`config.mk`:
```
export PLATFORM = sky130hd
export DESIGN_NAME = replay_file_stream_parser
export DESIGN_NICKNAME = d
export VERILOG_FILES = /design/src/hw/rtl/rfsp_pkg.sv /design/src/hw/rtl/rfsp_front.sv /design/src/hw/rtl/rfsp_back.sv /design/src/hw/rtl/replay_file_stream_parser.sv
export SDC_FILE = /design/constraint.sdc
export NUM_CORES = 1
export LEC_CHECK = 0
export BUFFER_PORTS_ARGS = -buffer_cell sky130_fd_sc_hd__buf_4
export CAP_MARGIN = 20
export CORE_MARGIN = 3
export CORE_UTILIZATION = 38
export DETAILED_ROUTE_END_ITERATION = 8
export PLACE_DENSITY = 0.63
export REMOVE_ABC_BUFFERS = 1
export SLEW_MARGIN = 0
export SYNTH_ARGS = -nofsm -noshare
export SYNTH_HDL_FRONTEND = slang
export SYNTH_HIERARCHICAL = 1
export SYNTH_SLANG_ARGS = --single-unit
```
`constraint.sdc`:
```
create_clock -name clk -period 8.2 [get_ports clk]
set_clock_uncertainty 0.15 [all_clocks]
set_input_delay 0.41 -clock clk [delete_from_list [all_inputs] [get_ports clk]]
set_output_delay 0.41 -clock clk [all_outputs]
set_load 0.005 [all_outputs]
```
`src/hw/rtl/rfsp_pkg.sv`:
```
// rfsp_pkg: shared types, codes and constants for the replay file stream parser.
// No dependencies.
package rfsp_pkg;

  localparam int unsigned CellSize = 16;

  // record kinds
  localparam logic [2:0] KIND_TEXT  = 3'd0;
  localparam logic [2:0] KIND_DIM   = 3'd1;
  localparam logic [2:0] KIND_MINE  = 3'd2;
  localparam logic [2:0] KIND_PROP  = 3'd3;
  localparam logic [2:0] KIND_MOUSE = 3'd4;
  localparam logic [2:0] KIND_BOARD = 3'd5;
  localparam logic [2:0] KIND_END   = 3'd6;
  localparam logic [2:0] KIND_ERR   = 3'd7;

  // error codes
  localparam logic [2:0] ERR_MAGIC = 3'd0;
  localparam logic [2:0] ERR_TYPE  = 3'd1;
  localparam logic [2:0] ERR_MINE  = 3'd2;
  localparam logic [2:0] ERR_EVENT = 3'd3;
  localparam logic [2:0] ERR_EOF   = 3'd4;

  // one result record
  typedef struct packed {
    logic [2:0]         rec_kind;
    logic [2:0]         item_tag;
    logic [7:0]         char_value;
    logic [4:0]         event_code;
    logic [23:0]        time_ms;
    logic signed [16:0] pos_x;
    logic signed [16:0] pos_y;
    logic [7:0]         width;
    logic [7:0]         height;
    logic [15:0]        mine_count;
    logic [2:0]         error_code;
  } rec_t;

  // up to two records caused by one byte
  typedef struct packed {
    logic  two;
    rec_t  r0;
    rec_t  r1;
  } entry_t;

  localparam int unsigned QDepth = 4;
  localparam int unsigned QAw = $clog2(QDepth);

endpackage

```
`src/hw/rtl/rfsp_front.sv`:
```
// rfsp_front: byte-level phase machine; classifies each byte into 0..2 records.
// Depends on rfsp_pkg.
module rfsp_front (
  input  logic                  clk,
  input  logic                  rst,
  input  logic                  in_fire,
  input  logic [7:0]            byte_value,
  input  logic                  stream_end,
  output logic                  ent_valid,
  output rfsp_pkg::entry_t      ent
);

  localparam logic [4:0] PH_HEAD = 5'd0, PH_SKIPA = 5'd1, PH_BBBV = 5'd2, PH_SKIPB = 5'd3,
    PH_STAMP = 5'd4, PH_GAP2 = 5'd5, PH_PROG = 5'd6, PH_GAP3 = 5'd7, PH_VER = 5'd8,
    PH_GAP1 = 5'd9, PH_NPI = 5'd10, PH_PLEN = 5'd11, PH_PCHR = 5'd12, PH_GAP4 = 5'd13,
    PH_W = 5'd14, PH_H = 5'd15, PH_M = 5'd16, PH_MINE = 5'd17, PH_NPF = 5'd18,
    PH_FLAG = 5'd19, PH_PROP = 5'd20, PH_PSKIP = 5'd21, PH_EV = 5'd22, PH_EVT = 5'd23,
    PH_MOUSE = 5'd24, PH_BOARD = 5'd25, PH_DONE = 5'd26, PH_ERR = 5'd27;

  logic [4:0]  phase, phase_next;
  logic [4:0]  bidx, bidx_next;        // header needs 0..28
  logic [15:0] shift, shift_next;
  logic [15:0] rlen, rlen_next, vlen, vlen_next, flen, flen_next, plen, plen_next;
  logic [15:0] npf, npf_next;
  logic [7:0]  srem, srem_next, cols, cols_next, rows, rows_next;
  logic [15:0] cnt, cnt_next;
  logic        first, first_next;
  logic [4:0]  pev, pev_next;
  logic [23:0] ptime, ptime_next;
  logic [16:0] pco, pco_next;
  logic        ov, ov_next;
  rfsp_pkg::entry_t oent, oent_next;

  // entry into a phase: resolves empty counts by chaining forward
  function automatic logic [20:0] enter_ph(input logic [4:0] p, input logic [15:0] c,
      input logic [15:0] rl, input logic [15:0] vl, input logic [15:0] fl,
      input logic [15:0] pl);
    logic [4:0] q;
    logic [15:0] n;
    logic [15:0] cc;
    logic done;
    q = p; cc = c; n = 16'd0; done = 1'b0;
    for (int i = 0; i < 6; i++) begin
      if (!done) begin
        unique case (q)
          PH_SKIPA: begin
            n = (rl > 16'd35) ? rl - 16'd32 : (rl > 16'd3) ? rl - 16'd3 : 16'd0;
            if (n == 0) q = PH_GAP2; else done = 1'b1;
          end
          PH_BBBV:  begin n = 16'd3; done = 1'b1; end
          PH_SKIPB: begin n = 16'd16; done = 1'b1; end
          PH_STAMP: begin n = 16'd10; done = 1'b1; end
          PH_GAP2:  begin n = 16'd2; done = 1'b1; end
          PH_PROG:  begin n = 16'd18; done = 1'b1; end
          PH_GAP3:  begin n = 16'd3; done = 1'b1; end
          PH_VER: begin
            n = (vl > 16'd22) ? vl - 16'd22 : 16'd0;
            if (n == 0) q = PH_GAP1; else done = 1'b1;
          end
          PH_GAP1:  begin n = 16'd1; done = 1'b1; end
          PH_NPI:   begin n = 16'd2; done = 1'b1; end
          PH_GAP4:  begin n = 16'd4; done = 1'b1; end
          PH_M:     begin n = 16'd2; done = 1'b1; end
          PH_MINE: begin
            n = cc;
            if (n == 0) begin q = (fl != 0) ? PH_NPF : PH_PROP; cc = 16'd0; end
            else done = 1'b1;
          end
          PH_NPF:   begin n = 16'd2; done = 1'b1; end
          PH_FLAG: begin
            n = cc;
            if (n == 0) begin q = PH_PROP; cc = 16'd0; end else done = 1'b1;
          end
          PH_PROP:  begin n = 16'd4; done = 1'b1; end
          PH_PSKIP: begin
            n = (pl > 16'd4) ? pl - 16'd4 : 16'd0;
            if (n == 0) q = PH_EV; else done = 1'b1;
          end
          PH_EVT:   begin n = 16'd4; done = 1'b1; end
          default:  begin n = 16'd1; done = 1'b1; end
        endcase
      end
    end
    return {q, n};
  endfunction

  always_comb begin
    logic [15:0] v16;
    logic [20:0] en;
    logic        go;
    logic [4:0]  tgt;
    logic [15:0] tcnt;
    logic        er;
    logic [2:0]  ecode;
    logic [15:0] cdec;
    logic [16:0] yv;
    logic [16:0] fx, fy;
    rfsp_pkg::rec_t r;
    phase_next = phase; bidx_next = bidx; shift_next = shift;
    rlen_next = rlen; vlen_next = vlen; flen_next = flen; plen_next = plen;
    npf_next = npf; srem_next = srem; cols_next = cols; rows_next = rows;
    cnt_next = cnt; first_next = first; pev_next = pev; ptime_next = ptime;
    pco_next = pco;
    ov_next = 1'b0; oent_next = '0;
    go = 1'b0; tgt = phase; tcnt = 16'd0; er = 1'b0; ecode = rflt_err();
    r = '0;
    v16 = {shift[7:0], byte_value};
    cdec = cnt - 16'd1;
    yv = '0; fx = '0; fy = '0;
    en = '0;
    if (in_fire) begin
      if (stream_end) begin
        if (phase != PH_DONE && phase != PH_ERR) begin
          ov_next = 1'b1;
          oent_next.r0.rec_kind = rfsp_pkg::KIND_ERR;
          oent_next.r0.error_code = rfsp_pkg::ERR_EOF;
        end
        phase_next = PH_HEAD; bidx_next = '0; shift_next = '0; rlen_next = '0;
        vlen_next = '0; flen_next = '0; plen_next = '0; npf_next = '0; srem_next = '0;
        cols_next = '0; rows_next = '0; cnt_next = '0; first_next = 1'b1;
        pev_next = '0; ptime_next = '0; pco_next = '0;
      end else begin
        unique case (phase)
          PH_HEAD: begin
            if (bidx < 5'd4) begin
              if (byte_value != magic(bidx[1:0])) begin er = 1'b1; ecode = rfsp_pkg::ERR_MAGIC; end
              else bidx_next = bidx + 5'd1;
            end else if (bidx < 5'd28) begin
              shift_next = v16;
              if (bidx == 5'd5 && v16 != 16'd1) begin er = 1'b1; ecode = rfsp_pkg::ERR_TYPE; end
              else begin
                if (bidx == 5'd11) rlen_next = v16;
                if (bidx == 5'd13) vlen_next = v16;
                if (bidx == 5'd19) flen_next = v16;
                if (bidx == 5'd21) plen_next = v16;
                bidx_next = bidx + 5'd1;
              end
            end else begin go = 1'b1; tgt = PH_SKIPA; end
          end
          PH_SKIPA: begin cnt_next = cdec; if (cdec == 0) begin go = 1'b1;
            tgt = (rlen > 16'd35) ? PH_BBBV : PH_GAP2; end end
          PH_BBBV: begin
            r.rec_kind = rfsp_pkg::KIND_TEXT; r.item_tag = 3'd0;
            r.char_value = (byte_value >= 8'd48 && byte_value <= 8'd57) ? byte_value : 8'd32;
            ov_next = 1'b1; oent_next.r0 = r;
            cnt_next = cdec; if (cdec == 0) begin go = 1'b1; tgt = PH_SKIPB; end
          end
          PH_SKIPB: begin cnt_next = cdec; if (cdec == 0) begin go = 1'b1; tgt = PH_STAMP; end end
          PH_STAMP, PH_PROG, PH_VER: begin
            r.rec_kind = rfsp_pkg::KIND_TEXT;
            r.item_tag = (phase == PH_STAMP) ? 3'd1 : (phase == PH_PROG) ? 3'd2 : 3'd3;
            r.char_value = byte_value; ov_next = 1'b1; oent_next.r0 = r;
            cnt_next = cdec;
            if (cdec == 0) begin go = 1'b1;
              tgt = (phase == PH_STAMP) ? PH_GAP2 : (phase == PH_PROG) ? PH_GAP3 : PH_GAP1; end
          end
          PH_GAP2: begin cnt_next = cdec; if (cdec == 0) begin go = 1'b1; tgt = PH_PROG; end end
          PH_GAP3: begin cnt_next = cdec; if (cdec == 0) begin go = 1'b1; tgt = PH_VER; end end
          PH_GAP1: begin cnt_next = cdec; if (cdec == 0) begin go = 1'b1; tgt = PH_NPI; end end
          PH_NPI: begin
            shift_next = v16; cnt_next = cdec;
            if (cdec == 0) begin
              npf_next = v16; bidx_next = '0;
              if (v16 != 0) begin phase_next = PH_PLEN; cnt_next = 16'd1; end
              else begin go = 1'b1; tgt = PH_GAP4; end
            end
          end
          PH_PLEN: begin
            srem_next = byte_value;
            if (byte_value == 0) begin
              bidx_next = bidx + 5'd1;
              if (bidx + 5'd1 < 5'd4 && {11'd0, bidx + 5'd1} < npf) begin
                phase_next = PH_PLEN; cnt_next = 16'd1;
              end else begin go = 1'b1; tgt = PH_GAP4; end
            end else phase_next = PH_PCHR;
          end
          PH_PCHR: begin
            r.rec_kind = rfsp_pkg::KIND_TEXT; r.item_tag = 3'd4 + {1'b0, bidx[1:0]};
            r.char_value = byte_value; ov_next = 1'b1; oent_next.r0 = r;
            srem_next = srem - 8'd1;
            if (srem == 8'd1) begin
              bidx_next = bidx + 5'd1;
              if (bidx + 5'd1 < 5'd4 && {11'd0, bidx + 5'd1} < npf) begin
                phase_next = PH_PLEN; cnt_next = 16'd1;
              end else begin go = 1'b1; tgt = PH_GAP4; end
            end
          end
          PH_GAP4: begin cnt_next = cdec; if (cdec == 0) begin go = 1'b1; tgt = PH_W; end end
          PH_W: begin cols_next = byte_value; go = 1'b1; tgt = PH_H; end
          PH_H: begin rows_next = byte_value; go = 1'b1; tgt = PH_M; end
          PH_M: begin
            shift_next = v16; cnt_next = cdec;
            if (cdec == 0) begin
              r.rec_kind = rfsp_pkg::KIND_DIM; r.width = cols; r.height = rows;
              r.mine_count = v16; ov_next = 1'b1; oent_next.r0 = r;
              go = 1'b1; tgt = PH_MINE; tcnt = v16;
            end
          end
          PH_MINE: begin
            if (bidx == 0) begin pco_next = {9'd0, byte_value}; bidx_next = 5'd1; end
            else begin
              bidx_next = '0;
              if (pco[7:0] >= cols || pco[16:8] != 0 || byte_value >= rows) begin
                er = 1'b1; ecode = rfsp_pkg::ERR_MINE;
              end else begin
                r.rec_kind = rfsp_pkg::KIND_MINE; r.pos_x = pco; r.pos_y = {9'd0, byte_value};
                ov_next = 1'b1; oent_next.r0 = r;
                cnt_next = cdec;
                if (cdec == 0) begin go = 1'b1; tgt = (flen != 0) ? PH_NPF : PH_PROP; end
              end
            end
          end
          PH_NPF: begin
            shift_next = v16; cnt_next = cdec;
            if (cdec == 0) begin go = 1'b1; tgt = PH_FLAG; tcnt = v16; end
          end
          PH_FLAG: begin
            if (bidx == 0) begin pco_next = {9'd0, byte_value}; bidx_next = 5'd1; end
            else begin
              bidx_next = '0;
              fx = 17'(rfsp_pkg::CellSize / 2) + 17'(pco[7:0]) * 17'(rfsp_pkg::CellSize);
              fy = 17'(rfsp_pkg::CellSize / 2) + 17'(byte_value) * 17'(rfsp_pkg::CellSize);
              r.rec_kind = rfsp_pkg::KIND_MOUSE; r.pos_x = fx; r.pos_y = fy;
              r.event_code = 5'd4; oent_next.r0 = r;
              r.event_code = 5'd5; oent_next.r1 = r; oent_next.two = 1'b1;
              ov_next = 1'b1;
              cnt_next = cdec; if (cdec == 0) begin go = 1'b1; tgt = PH_PROP; end
            end
          end
          PH_PROP: begin
            r.rec_kind = rfsp_pkg::KIND_PROP; r.item_tag = 3'(3'd4 - cnt[2:0]);
            r.char_value = byte_value; ov_next = 1'b1; oent_next.r0 = r;
            cnt_next = cdec; if (cdec == 0) begin go = 1'b1; tgt = PH_PSKIP; end
          end
          PH_PSKIP: begin cnt_next = cdec; if (cdec == 0) begin go = 1'b1; tgt = PH_EV; end end
          PH_EV: begin
            if (byte_value == 0) begin go = 1'b1; tgt = PH_EVT; end
            else if (byte_value <= 8'd7) begin
              pev_next = byte_value[4:0]; go = 1'b1; tgt = PH_MOUSE; ptime_next = '0;
            end else if (byte_value == 8'd8) begin er = 1'b1; ecode = rfsp_pkg::ERR_EVENT; end
            else if (byte_value <= 8'd14 || (byte_value >= 8'd18 && byte_value <= 8'd27)) begin
              pev_next = byte_value[4:0]; go = 1'b1; tgt = PH_BOARD;
            end else if (byte_value <= 8'd17) begin
              r.rec_kind = rfsp_pkg::KIND_END; r.event_code = byte_value[4:0];
              ov_next = 1'b1; oent_next.r0 = r; go = 1'b1; tgt = PH_DONE;
            end else begin er = 1'b1; ecode = rfsp_pkg::ERR_EVENT; end
          end
          PH_EVT: begin cnt_next = cdec; if (cdec == 0) begin go = 1'b1; tgt = PH_EV; end end
          PH_MOUSE: begin
            bidx_next = bidx + 5'd1;
            if (bidx < 5'd3) ptime_next = {ptime[15:0], byte_value};
            else if (bidx == 5'd4 || bidx == 5'd6) shift_next = {8'd0, byte_value};
            else if (bidx == 5'd5) pco_next = {1'b0, shift[7:0], byte_value} - 17'd12;
            else if (bidx == 5'd7) begin
              yv = {1'b0, shift[7:0], byte_value} - 17'd56;
              r.rec_kind = rfsp_pkg::KIND_MOUSE; r.time_ms = ptime; r.pos_x = pco;
              r.pos_y = yv; r.event_code = pev;
              if (first) begin
                first_next = 1'b0; oent_next.r1 = r; oent_next.two = 1'b1;
                r.event_code = 5'd2; oent_next.r0 = r;
              end else oent_next.r0 = r;
              ov_next = 1'b1; go = 1'b1; tgt = PH_EV;
            end
          end
          PH_BOARD: begin
            if (bidx == 0) begin pco_next = {9'd0, byte_value} + 17'd1; bidx_next = 5'd1; end
            else begin
              r.rec_kind = rfsp_pkg::KIND_BOARD; r.event_code = pev; r.pos_x = pco;
              r.pos_y = {9'd0, byte_value} + 17'd1;
              ov_next = 1'b1; oent_next.r0 = r; go = 1'b1; tgt = PH_EV;
            end
          end
          default: ;
        endcase
        if (er) begin
          ov_next = 1'b1; oent_next = '0;
          oent_next.r0.rec_kind = rfsp_pkg::KIND_ERR; oent_next.r0.error_code = ecode;
          go = 1'b1; tgt = PH_ERR;
        end
        if (go) begin
          en = enter_ph(tgt, tcnt, rlen, vlen, flen, plen);
          phase_next = en[20:16]; cnt_next = en[15:0]; bidx_next = '0; shift_next = '0;
        end
      end
    end
  end

  function automatic logic [2:0] rflt_err();
    return rfsp_pkg::ERR_MAGIC;
  endfunction

  function automatic logic [7:0] magic(input logic [1:0] i);
    unique case (i)
      2'd0: return 8'd42;
      2'd1: return 8'd114;
      2'd2: return 8'd109;
      default: return 8'd118;
    endcase
  endfunction

  always_ff @(posedge clk) begin
    if (rst) begin
      phase <= PH_HEAD; bidx <= '0; shift <= '0; rlen <= '0; vlen <= '0; flen <= '0;
      plen <= '0; npf <= '0; srem <= '0; cols <= '0; rows <= '0; cnt <= '0;
      first <= 1'b1; pev <= '0; ptime <= '0; pco <= '0; ov <= 1'b0;
    end else begin
      phase <= phase_next; bidx <= bidx_next; shift <= shift_next; rlen <= rlen_next;
      vlen <= vlen_next; flen <= flen_next; plen <= plen_next; npf <= npf_next;
      srem <= srem_next; cols <= cols_next; rows <= rows_next; cnt <= cnt_next;
      first <= first_next; pev <= pev_next; ptime <= ptime_next; pco <= pco_next;
      ov <= ov_next;
    end
  end

  always_ff @(posedge clk) oent <= oent_next;

  assign ent_valid = ov;
  assign ent = oent;

`ifndef ASSERT_OFF
  a_no_out_idle: assert property (@(posedge clk) disable iff (rst)
    !$past(in_fire) |-> !ent_valid) else $error("front record without byte");
  a_done_quiet: assert property (@(posedge clk) disable iff (rst)
    (in_fire && !stream_end && (phase == PH_DONE || phase == PH_ERR)) |=> !ent_valid)
    else $error("record after end");
  a_two_mouse: assert property (@(posedge clk) disable iff (rst)
    (ent_valid && ent.two) |-> ent.r1.rec_kind == rfsp_pkg::KIND_MOUSE)
    else $error("pair not mouse");
`endif

endmodule

```
`src/hw/rtl/rfsp_back.sv`:
```
// rfsp_back: entry queue and output stage; splits paired entries into two words.
// Depends on rfsp_pkg.
module rfsp_back (
  input  logic             clk,
  input  logic             rst,
  input  logic             ent_valid,
  input  rfsp_pkg::entry_t ent,
  output logic             space_ok,
  output logic             out_valid,
  input  logic             out_ready,
  output rfsp_pkg::rec_t   out_rec,
  output logic             out_last
);

  rfsp_pkg::entry_t q [rfsp_pkg::QDepth];
  logic [rfsp_pkg::QAw-1:0] wp, rp;
  logic [rfsp_pkg::QAw:0]   cnt;
  logic half;                        // second record of head entry in flight
  logic pop;

  assign out_valid = (cnt != 0);
  assign out_rec   = half ? q[rp].r1 : q[rp].r0;
  assign out_last  = half || !q[rp].two;
  assign pop       = out_valid && out_ready && out_last;
  // one entry may sit in the front register unseen; keep room for it
  assign space_ok  = (cnt + {{rfsp_pkg::QAw{1'b0}}, ent_valid})
                     < (rfsp_pkg::QAw + 1)'(rfsp_pkg::QDepth);

  always_ff @(posedge clk) begin
    if (ent_valid) q[wp] <= ent;
  end

  always_ff @(posedge clk) begin
    if (rst) begin
      wp <= '0; rp <= '0; cnt <= '0; half <= 1'b0;
    end else begin
      if (ent_valid) wp <= wp + 1'b1;
      if (pop) rp <= rp + 1'b1;
      cnt <= cnt + (ent_valid ? 1'b1 : 1'b0) - (pop ? 1'b1 : 1'b0);
      if (out_valid && out_ready) half <= !out_last;
    end
  end

`ifndef ASSERT_OFF
  a_no_over: assert property (@(posedge clk) disable iff (rst)
    cnt <= (rfsp_pkg::QAw + 1)'(rfsp_pkg::QDepth)) else $error("queue overflow");
  a_half_two: assert property (@(posedge clk) disable iff (rst)
    half |-> (out_valid && q[rp].two)) else $error("half without pair");
  a_half_empty: assert property (@(posedge clk) disable iff (rst)
    (cnt == 0) |-> !half) else $error("half on empty queue");
`endif

endmodule

```
`src/hw/rtl/replay_file_stream_parser.sv`:
```
// replay_file_stream_parser: top level, front classifier plus back queue.
// Depends on rfsp_pkg, rfsp_front, rfsp_back.
//
//  channel | dir | fields
//  s_axis  | in  | tdata[7:0]=byte_value, tuser=stream_end
//  m_axis  | out | tuser=rec_kind, tdata=record fields (see below), tlast=last_of_run
//
// One byte accepted per cycle while the queue has room; the front phase machine
// registers 0..2 records per byte in the next cycle. A four-entry queue
// decouples it from the output. A paired byte (flag press/release, first
// mouse click) yields two output words. rst is synchronous and returns the parser
// to the header phase. Input stalls only when the queue has no room.
module replay_file_stream_parser (
  input  logic         clk,
  input  logic         rst,
  input  logic         s_axis_tvalid,
  output logic         s_axis_tready,
  input  logic [7:0]   s_axis_tdata,   // byte_value
  input  logic         s_axis_tuser,   // stream_end
  output logic         m_axis_tvalid,
  input  logic         m_axis_tready,
  // item_tag[2:0], char_value[10:3], event_code[15:11], time_ms[39:16],
  // pos_x[56:40], pos_y[73:57], width[81:74], height[89:82],
  // mine_count[105:90], error_code[108:106], zero fill[111:109]
  output logic [111:0] m_axis_tdata,
  output logic [2:0]   m_axis_tuser,   // rec_kind
  output logic         m_axis_tlast    // last_of_run
);

  logic             ent_valid, space_ok, fire;
  rfsp_pkg::entry_t ent;
  rfsp_pkg::rec_t   rec;

  assign s_axis_tready = space_ok;
  assign fire = s_axis_tvalid && s_axis_tready;

  rfsp_front u_front (
    .clk, .rst, .in_fire(fire), .byte_value(s_axis_tdata), .stream_end(s_axis_tuser),
    .ent_valid, .ent
  );

  rfsp_back u_back (
    .clk, .rst, .ent_valid, .ent, .space_ok,
    .out_valid(m_axis_tvalid), .out_ready(m_axis_tready), .out_rec(rec),
    .out_last(m_axis_tlast)
  );

  assign m_axis_tuser = rec.rec_kind;
  assign m_axis_tdata = {3'd0, rec.error_code, rec.mine_count, rec.height, rec.width,
                         rec.pos_y, rec.pos_x, rec.time_ms, rec.event_code,
                         rec.char_value, rec.item_tag};

`ifndef ASSERT_OFF
  a_stall_hold: assert property (@(posedge clk) disable iff (rst)
    (m_axis_tvalid && !m_axis_tready) |=> m_axis_tvalid) else $error("valid dropped");
  a_stall_data: assert property (@(posedge clk) disable iff (rst)
    (m_axis_tvalid && !m_axis_tready) |=>
      ($stable(m_axis_tdata) && $stable(m_axis_tuser) && $stable(m_axis_tlast)))
    else $error("word changed while stalled");
  a_err_code: assert property (@(posedge clk) disable iff (rst)
    (m_axis_tvalid && m_axis_tuser != rfsp_pkg::KIND_ERR) |-> m_axis_tdata[108:106] == 3'd0)
    else $error("error code on non-error word");
`endif

endmodule

```
* After elaboration in Yosys (flattened, before gate mapping)
Memory sizes are Yosys's and may differ from the RTL's. A register that Yosys moved wholly into a read port is not among the register bits.
Cells that the tools add are included.
** Operators by class
- $add $sub $neg :: 19
- Magnitude comparators :: 19
- Equality and inequality tests :: 173
- Muxes and demuxes :: 373
- Bitwise operators :: 1
- Reductions and logical operators :: 105
** Operators by type and width (number)
- $mux 16 :: 79
- $mux 225 :: 5
- $pmux 112 s10 :: 1
- $mux 112 :: 9
- $pmux 16 s10 :: 6
- $mux 5 :: 111
- $eq 5x5->1 const B :: 54
- $mux 224 :: 1
- $pmux 112 s2 :: 1
- $eq 5x3->1 const B :: 32
- $logic_not 16->1 :: 10
- $pmux 5 s5 :: 6
- $eq 5x4->1 const B :: 28
- $mux 8 :: 16
- $pmux 5 s23 :: 1
- $mux 111 :: 1
- $mux 110 :: 1
- $mux 17 :: 6
- $mux 98 :: 1
- $mux 24 :: 4
- $pmux 16 s6 :: 1
- $mux 1 :: 87
- $eq 5x2->1 const B :: 14
- $pmux 17 s3 :: 1
- 89 further kinds :: 214
** Word-level totals
- Register bits after elaboration :: 419
- RAM bits :: 900
- Output and inout bits :: 118
- Logic and storage cells :: 735
- Memories :: 1
** Memories
- u_back.q :: words 4, width 225, read ports 1, clocked after Yosys merged registers in 1, write ports 1, RTL line rfsp_back.sv:15 : rfsp_pkg::entry_t q [rfsp_pkg::QDepth];

* Longest topological paths before layout
Gate-level depths: netlist of the first run.
- Word-level depth :: 55
- Gate-level depth with buffers :: 19

* Hierarchy
The synthesis of the first run kept the hierarchy.
** Modules (own cells, without submodules)
- rfsp_back :: instances 1, cells each 1359, area an instance 34255.4 sq um, sequential area each 27226.1 sq um
- rfsp_front :: instances 1, cells each 2235, area an instance 18251.3 sq um, sequential area each 7247.0 sq um
- replay_file_stream_parser :: instances 1, cells each 5, area an instance 32.5 sq um, sequential area each 0.0 sq um

* Worst setup path before layout of the first run
Ideal clock, no wire load.
- Path type :: register to register
- Start point :: register u_back/wp[0] in the netlist's numbering
- End point :: memory u_back/q[0][0] in the netlist's numbering (enable)
- Arrival time :: 5.651 ns
- Slack :: 1.786 ns
- Stages on the path, launching flop included :: 4
- Clock period less this slack :: 6.414 ns
- Path through :: dfxtp_1 > inv_1 > ha_1 > and2_1
** RTL lines
- start, declared :: RTL line rfsp_back.sv:16 : logic [rfsp_pkg::QAw-1:0] wp, rp;
- start signal, assigned :: RTL line rfsp_back.sv:37 : if (ent_valid) wp <= wp + 1'b1;
- end, declared :: RTL line rfsp_back.sv:15
Straight into the memory's write port.

* Final worst setup path of the first run
- Start point :: register u_front.shift[0]
- End point :: register u_front.cnt[0]
** On the way
- Word-level cells in the longest chain between the ends :: 51
- Elaborated cells on any way between the ends :: 286
- Those cells by class :: eq/ne: 108; mux: 145; reduce/logical: 33
** Ends and longest elaborated chain
- start, declared :: RTL line rfsp_front.sv:22 : logic [15:0] shift, shift_next;
- start signal, assigned :: RTL line rfsp_front.sv:307 : phase <= phase_next; bidx <= bidx_next; shift <= shift_next; rlen <= rlen_next;
- $ne 16x1->1 :: RTL line rfsp_front.sv:130 : if (bidx == 5'd5 && v16 != 16'd1) begin er = 1'b1; ecode = rfsp_pkg::ERR_TYPE; end
- $logic_and 1x1->1 :: RTL line rfsp_front.sv:130
- $mux 1 :: RTL line rfsp_front.sv:130
- $mux 1 :: RTL line rfsp_front.sv:128 : end else if (bidx < 5'd28) begin
- $mux 1 :: RTL line rfsp_front.sv:125 : if (bidx < 5'd4) begin
- $pmux 1 s3 :: RTL line rfsp_front.sv:123 : unique case (phase)
- $mux 1 :: RTL line rfsp_front.sv:112 : if (stream_end) begin
- $mux 1 :: RTL line rfsp_front.sv:111 : if (in_fire) begin
- [... 35 more ...]
- $mux 5 :: RTL line rfsp_front.sv:112
- $mux 5 :: RTL line rfsp_front.sv:111
- $eq 5x3->1 (tied with other cells) :: RTL line rfsp_front.sv:45 : unique case (q)
- $reduce_or 4->1 (no source line) (tied with other cells)
- $pmux 16 s10 :: RTL line rfsp_front.sv:45
- $mux 16 :: RTL line rfsp_front.sv:44 : if (!done) begin
- $mux 16 :: RTL line rfsp_front.sv:280 : if (go) begin
- $mux 16 :: RTL line rfsp_front.sv:112
- end signal, assigned :: RTL line rfsp_front.sv:309 : srem <= srem_next; cols <= cols_next; rows <= rows_next; cnt <= cnt_next;
- end, declared :: RTL line rfsp_front.sv:26 : logic [15:0] cnt, cnt_next;
Several ways; a longest one is shown, not always the timed one. The select of a mux whose other input is x is not followed.
A chain may end at the register's enable or synchronous reset.

==> results.md, run 1 <==
- The gate family responsible for the most delay along the worst path is simple AND/OR/NAND/NOR gates.
- The critical register-to-register path startpoint is u_front/shift[0].
- The H-tree depth is 4.
- The top-level port count is 131.
- Setup slack closes at 2124 ps.
- For met3 alone, demand over resource in global routing was 4.227%.
- The final route contains 31270 vias.
- From synthesis to final layout, the design area changed by 13.24%.
- The top flip-flop cell by instance count after synthesis is edfxtp_1.
- For this run, the top clock speed supported by timing is 0.1646 GHz.
- The floorplan die width is 377.8 um.
- Yosys printed 6 warnings.
- The number of global-route vias before repair is 31165.
- The number of slew-limit violations in the final report came to 0.
- The average instance in the mapped netlist occupies 14.60 um^2.
- For the worst setup path, the data arrival time is 6610 ps.
- The final layout net count is 3783.
- The minimum clock period after layout is 6076 ps.
- In this run the core area contains 135 standard-cell rows.
- TritonCTS built the clock tree.
- The flow ran to the end, but the final reports show violations.
- Together, buffers and inverters on the worst path number 1.
- The number of enable flip-flop cells after synthesis is 900.
- The internal portion of the total power is 12.64 mW.
- In the global route stage, met1 resource usage came out at 26.00%.
- Combinational logic burns 27.3% of the power.
- The number of failing setup endpoints in the final timing report is 0.
- The relative max-transition margin is 24.49%.
- The number of maximum-capacitance constraint violations is 0.
- The first TritonRoute pass finished after 9 iterations.
- The type of the most critical hold path is input pin to flop.
- The area of the core region is 0.1363 mm^2.
- Of the cells placed in the final design, the portion with a size suffix greater than 1 is 20.48%.
- For this run, global-route usage on met2 was measured as 30.83%.
- Clock tree synthesis selected as its root buffer the cell clkbuf_16.
- The clock network fraction of design power is 31.1%.
- By startpoint and endpoint, the worst setup path is classified as flop to flop.
- The average via count per standard cell is 5.577.
- The final reports fail on design-rule violations.
- The register area is 0.03448 mm^2.
- For this block, the initial DRC count from the detailed router was 3118.
- After layout, the worst path uses 74.10% of the clock period.
- The top cell types in the final layout, fill and taps aside, are 900 x edfxtp_1, 369 x dfxtp_1, 290 x nor2_1, 225 x mux4_2, 188 x buf_4.
- For this configuration, the core starts out at a cell density of 38.54%.
- The largest individual stage delay along the critical path comes from the cell and3_2.
- After detailed placement, the total cell area comes to 0.05523 mm^2.
- The share of synthesized registers carrying an async set or reset is 0%.
- The number of fill cells is 12074.
- The leakage power figure is 20.27 nW.
- After technology mapping, the gate count stands at 3599.
- For the pin with the worst max-slew slack, the measured transition is 1130 ps.
- The switching part of the total power is 30.70%.
- The data required time of the worst path is 8730 ps.
- In this run, synthesis produced a sequential element count of 1272.
- The distinct cell type count of the synthesized netlist is 91.
- The worst setup slack after placement is 2199 ps.
- The biggest cell delay along the critical path is 840 ps.
- The initial antenna violation count is 7.
- The number of I/O port buffers is 127.
- At the end of routability-driven placement, the weighted congestion stood at 1.040.
- The clock-pin slew on the worst setup and hold paths is 60 ps.
- Dividing the detail-routed wire length by the instance count gives 24.88 um.
- The hold violation count in the final report is 0.
- After synthesis the cells add up to 0.05254 mm^2.
- The count of instances resized after the clock tree is built is 0.
- The half-perimeter wire length after placement is 89410 um.
- The relative contribution of sequential cells to total power is 41.6%.
- The first global-routing pass estimated 207600 um of wire.
- The power density of the placed cells is 306.6 mW/mm^2.
- Measured along the y axis, the die boundary spans 377.8 um.
- Setup repair after global routing left no endpoint under its margin.
- The number of clock buffers added by TritonCTS is 133.
- After global routing the overflow that remains totals 0.
- The combined global-route utilization of all metal layers is 19.45%.
- The remaining antenna violation count is 0.
- STA classifies the critical path startpoint as a flop.
- The total routed wirelength is 139500 um.
- In this run the most used layer during global routing was met2.
- For this run, design rule violations remaining after detail routing come to 2.
- Sequential cells were found to cover 65.61% of the synthesized design area.
- The area of the die is 0.1428 mm^2.
- The launch point of the worst path is u_front/shift[0].
- The maximum vdd drop is 0.0002312 V.
- The post-route standard cell area excluding fillers is 0.05950 mm^2.
- Entering global routing, the biggest net connects 127 pins.
- The net switching power figure is 5.601 mW.
- The area occupied by multi-input gates is 0.01677 mm^2.
- The maximum fanout along the worst path is 43.
- STA classifies the critical path endpoint as a flop.
- Walking the worst path, the cells encountered are or3_1 -> nor4_4 -> a41oi_1 -> a21o_1 -> a2111oi_0 -> and3_2 -> nand2_1 -> o21ai_1 -> buf_4 -> a22oi_1 -> or2_2 -> nor4b_1 -> a41o_1.
- For the worst-skew pair, the clock arrives at the later sink with an insertion delay of 750 ps.
- The longest clock path from root to sink contains 3 buffers.
- The worst hold path begins at rst.
- Clock tree synthesis found a total of 1272 sinks.
- Leaving out fill and tap cells, the most frequent cell in the layout is edfxtp_1.
[what timing repair did]
action	CTS	global route
buffers inserted	0	0
hold buffers	9	0
hold endpoints to repair	25	0
[registers in the layout, summed over array words and instances, names as in the netlist, 2 cells and up, named ones only]
signal / cells
u_back/q: 900
u_front/ent: 176
u_front/ptime: 24
u_front/pco: 17
u_front/cnt: 16
u_front/flen: 16
u_front/npf: 16
u_front/plen: 16
u_front/rlen: 16
u_front/vlen: 16
u_front/cols: 8
u_front/rows: 8
u_front/shift: 8
u_front/srem: 8
u_front/bidx: 5
u_front/pev: 5
u_front/phase: 5
u_back/cnt: 3
u_back/rp: 2
u_back/wp: 2
[Yosys cell counts, drive strengths merged (27+ instances only)]
| cell | n | area [um^2] |
|---|---|---|
| edfxtp | 900 | 27030 |
| nand2 | 186 | 698.2 |
| nor3 | 88 | 451.7 |
| xor2 | 27 | 236.5 |
| buf | 117 | 742.0 |
| and3 | 85 | 531.8 |
| nand3 | 68 | 340.3 |
| inv | 61 | 229.0 |
| nor2b | 28 | 175.2 |
| nor4 | 38 | 252.7 |
| ha | 53 | 663.1 |
| nor2 | 297 | 1122 |
| a21oi | 167 | 839.6 |
| xnor2 | 45 | 394.1 |
| clkbuf | 153 | 574.3 |
| and2 | 40 | 250.2 |
| mux2 | 118 | 1329 |
| o21ai | 83 | 415.4 |
| a22oi | 30 | 230.2 |
| mux2i | 95 | 950.9 |
| dfxtp | 372 | 7447 |
| mux4 | 225 | 5067 |
[path summary, 6_finish.rpt]
kind	endpoint	depth (start not counted)	slack, ps
min	u_front/npf[6]	2	110
min reg2reg	u_back/q[0][150]	0	290
max	u_front/cnt[0]	13	2120
max reg2reg	u_front/cnt[0]	13	2120
[worst register-to-register path, delay by kind of cell, from the launching register on]
family	cells	cell delay (ps)
and+or+nand+nor	6	3250
AOI/OAI and AO/OA	6	1830
DFF	1	520
buffers and inverters	1	240
[layout make-up]
type                       count  share of cell area [%]
antenna                        2                0.008412
clock buffer                 185                   6.265
clock inverter                58                  0.7192
inverter                      66                  0.4164
multi-input combinational   2040                   28.18
sequential                  1272                   57.96
tap                         1781                   3.745
timing repair buffer         203                   2.702
[layer usage]
metal  vias to the layer above  wire [um]
li1                      13945          -
met5                         -         32
met3                       299       9737
met2                      1146      65160
met1                     15876      58890
met4                         4       5689
[per-stage QoR]
stage	std cells	total power, mW	utilization, %	hold WS, ps	TNS [ps]
floorplan	3378	11.10	-	279.7	-307480
global placement	5352	12.68	40.52	299.7	0
detailed placement	5352	12.67	40.52	304.7	0
CTS	5604	18.39	43.63	57.03	0
global route	5605	19.05	43.64	98.91	0
finish	5607	18.24	43.65	112.5	0
[power by group through the flow]
stage          combinational (mW)  clock, mW  sequential (mW)
2_1_floorplan                3.19          0             7.91
3_3_place_gp                 4.97          0             7.71
3_5_place_dp                 4.94          0             7.73
4_1_cts                      4.97       5.83             7.59
5_1_grt                      5.31       6.10             7.64
6_report                     4.98       5.67             7.59
[kinds of logic after synthesis]
| group | Yosys count | synth area share [%] |
|---|---|---|
| AO/OA/AOI/OAI | 469 | 5.863 |
| AND/OR/NAND/NOR | 956 | 9.047 |
| adder cells (fa/ha/maj) | 54 | 1.300 |
| multiplexers | 438 | 13.98 |
| buffers and inverters | 336 | 2.977 |
| XOR/XNOR | 72 | 1.200 |
| other | 2 | 0.01429 |
| flip-flops | 1272 | 65.61 |
Note: power is estimated with default switching activity, not from simulation.
==> run 2, diff against run 1 <==
Settings changed: PLACE_DENSITY 0.63 to 0.65.
Clock period 8.2 ns to 5.3 ns, I/O delays scaled along.
==> run 2 against run 1 <==
  * The flow now finishes without violations
  * Utilization is 1.1 points higher
  * Global-route usage fell by 0.73 points
  * Flip-flop and latch count unchanged
  * Cell count is 2.1% higher
  * Count of clock-buffer cells in the layout fell by 14
  * Sequential power grew 54%
  * Total power increased by 62%
  * Routed wire length down 3.5%
  * Fmax increased by 21%
  * Worst setup slack got worse by 1800 ps
  * Critical path type unchanged
  * Largest power group unchanged
==> results.md, run 2 (same netlist as run 1, synthesis figures left out) <==
- The half-perimeter wire length after placement is 86430 um (was 89410 um).
- The height of the chip was 377.8 um (unchanged).
- The leakage power figure is 21.10 nW (was 20.27 nW).
- The flip-flop count of the largest register after layout is 900 (unchanged).
- The data required time of the worst path is 5830 ps (was 8730 ps).
- The initial core utilization is 38.54% (unchanged).
- The number of instances on the worst hold path is 5 (was 2).
- The area of the core region was 0.1363 mm^2 (unchanged).
- The number of global-route vias before repair is 31211 (was 31165).
- The maximum buffer depth of the clock tree is 3 (unchanged).
- The measured slew at the worst slew-check pin is 1037 ps (was 1130 ps).
- The number of slew-limit violations in the final report came to 0 (unchanged).
- The hold path startpoint is m_axis_tready (was rst).
- The minimum clock period after layout is 5010 ps (was 6076 ps).
- The maximum clock frequency is 0.1996 GHz (was 0.1646 GHz).
- The H-tree depth came to 4 (unchanged).
- The clock-pin slew on the worst setup and hold paths is 60 ps (about the same).
- The TritonCTS sink count is 1272 (unchanged).
- The number of maximum-capacitance constraint violations is 0 (unchanged).
- The number of placement rows is 135 (unchanged).
- The relative max-transition margin came to 30.79% (was 24.49%).
- The post-route fraction of the period consumed by the critical path is 94.53% (was 74.10%).
- The hold violation count in the final report is 0 (unchanged).
- The overall power is 29.61 mW (was 18.24 mW).
- The final layout net count is 3898 (was 3783).
- The critical register-to-register path startpoint is u_front/pco[0] (was u_front/shift[0]).
- The kind of capture point of the worst setup path is a flop (unchanged).
- The routed via count is 31426 (was 31270).
- Top library cells by usage in the layout, fill and taps aside: 900 x edfxtp_1, 368 x dfxtp_1, 292 x nor2_1, 288 x buf_4, 225 x mux4_2 (was 900 x edfxtp_1, 369 x dfxtp_1, 290 x nor2_1, 225 x mux4_2, 188 x buf_4).
- The maximum number of pins on one net before global-route repair is 119 (was 127).
- The top-level port count is 131 (unchanged).
- The worst setup path category is flop to flop (unchanged).
- The number of failing setup endpoints in the final timing report is 0 (unchanged).
- The depth of the worst register-to-register path is 14 (was 13).
- The relative area change from synthesis to final layout was 16.15% (was 13.24%).
- The share of layout cells above drive strength 1 was 23.18% (was 20.48%).
- The register with the most flip-flops is u_back/q (unchanged).
- The terminating pin of the worst hold path was u_back/half (was u_front/npf[6]).
- The buffer cell driving the clock tree root is clkbuf_16 (unchanged).
- The total routed wirelength is 134600 um (was 139500 um).
- The global-route wire length before repair is 201700 um (was 207600 um).
- The total DRC errors in the routed layout is 0 (was 2).
- The power density of the placed cells was 485.3 mW/mm^2 (was 306.6 mW/mm^2).
- List of cells traversed by the critical path: inv_1 -> ha_1 -> nor2b_1 -> o21ai_0 -> a41oi_1 -> o211ai_1 -> a2111oi_1 -> nand4_1 -> a21o_1 -> o41ai_1 -> o21bai_1 -> o311ai_0 -> buf_4 -> a32o_1 (was or3_1 -> nor4_4 -> a41oi_1 -> a21o_1 -> a2111oi_0 -> and3_2 -> nand2_1 -> o21ai_1 -> buf_4 -> a22oi_1 -> or2_2 -> nor4b_1 -> a41o_1).
- The per-cell routed wire length was 23.52 um (was 24.88 um).
- Status: finished clean (was complete, but fails checks).
- The reg-to-reg critical path endpoint is u_front/cnt[2] (was u_front/cnt[0]).
- The slowest library cell on the worst path is a2111oi_1 (was and3_2).
- The commonest non-fill, non-tap cell in the layout is edfxtp_1 (unchanged).
- The number of DRC markers after the initial detailed-route iteration came to 2686 (was 3118).
- The later-pin clock latency in the skew report came to 760 ps (was 750 ps).
- RSZ-0062 raised after global routing: false (unchanged).
- The maximum fanout along the worst path is 6 (was 43).
- The type of the most critical hold path is input pin to flop (unchanged).
- The reg2reg setup slack is 290 ps (was 2120 ps).
- The global route total overflow is 0 (unchanged).
- The total iterations of the first detailed-routing run is 6 (was 9).
- The last weighted congestion value of the routability-driven placer is 0.9614 (was 1.040).
- The remaining antenna violation count is 0 (unchanged).
- The initial antenna violation count is 2 (was 7).
- The number of buffers inserted during clock tree synthesis is 133 (unchanged).
- The data arrival time of the critical path came to 5540 ps (was 6610 ps).
- The maximum vdd drop is 0.0002643 V (was 0.0002312 V).
- The average via count per standard cell is 5.492 (was 5.577).
- The CTS tree was yes (unchanged).
- The worst hold-check slack is 272.3 ps (was 112.5 ps).
- The floorplan die width came to 377.8 um (unchanged).
- The number of I/O port buffers was 127 (unchanged).
- The combined global-route utilization of all metal layers is 18.72% (was 19.45%).
- The area of the die is 0.1428 mm^2 (unchanged).
- The type of origin of the critical path is a flop (unchanged).
- The biggest cell delay along the critical path is 780 ps (was 840 ps).
## run 2: metrics by stage
step                utilization [%]  area (um^2)  setup slack (ps)  cells  setup TNS, ps
finish                        44.77        61020             289.7   5722              0
global route                  44.76        61020             83.55   5720              0
CTS                           44.72        60960             213.9   5717              0
detailed placement            41.23        56200             282.5   5463              0
global placement              41.22        56190             292.2   5462              0
floorplan                         -        51410             -6226   3378       -1635830
## run 2: worst max path at each step
stage                          from             end  slack (ps)  cells after the start
floorplan                      flop   u_back/cnt[2]       -6230                      9
global placement    u_front/bidx[0]  u_front/cnt[2]         290                     15
detailed placement  u_front/bidx[0]  u_front/cnt[2]         280                     12
CTS                  u_front/pco[0]  u_front/cnt[2]         210                     14
global route        u_front/bidx[1]  u_front/cnt[4]          80                     18
finish               u_front/pco[0]  u_front/cnt[2]         290                     14
## run 2: area by class of cell
cell class,count,area (um^2)
multi-input cells,2040,16780
clock inverters,72,1049
repair buffers,318,2629
flip-flops and latches,1272,34490
diodes,2,5.005
inverters,66,247.7
fillers,11873,75290
well taps,1781,2228
clock buffers,171,3601
## run 2: repair_timing
action / CTS / global route
hold endpoints to repair: 141 / 0
gates resized for setup: 0 / 5
hold buffers: 11 / 0
endpoints found under the setup margin: 0 / 6
buffers inserted: 0 / 0
## run 2: layer usage
metal	vias to the layer above	track usage, %	wire [um]
li1	14187	-	-
met1	15953	26.24	59600
met2	1077	30.05	63740
met3	209	3.121	7711
met4	0	5.422	3536
met5	-	0	0
## run 2: critical path, delay by kind of cell, from the launching register on
kind | cells | cell delay, ps
AO/OA/AOI/OAI | 9 | 3310
adder cells (fa/ha/maj) | 1 | 280
AND/OR/NAND/NOR | 2 | 500
flip-flops | 1 | 420
buffers and inverters | 2 | 280
## run 2: where the power goes
group	leakage [nW]	switching, mW	internal [mW]
Combinational	7.61	4.49	3.73
Sequential	11.2	0.409	11.3
Clock	2.25	3.92	5.76
Total	21.1	8.82	20.8
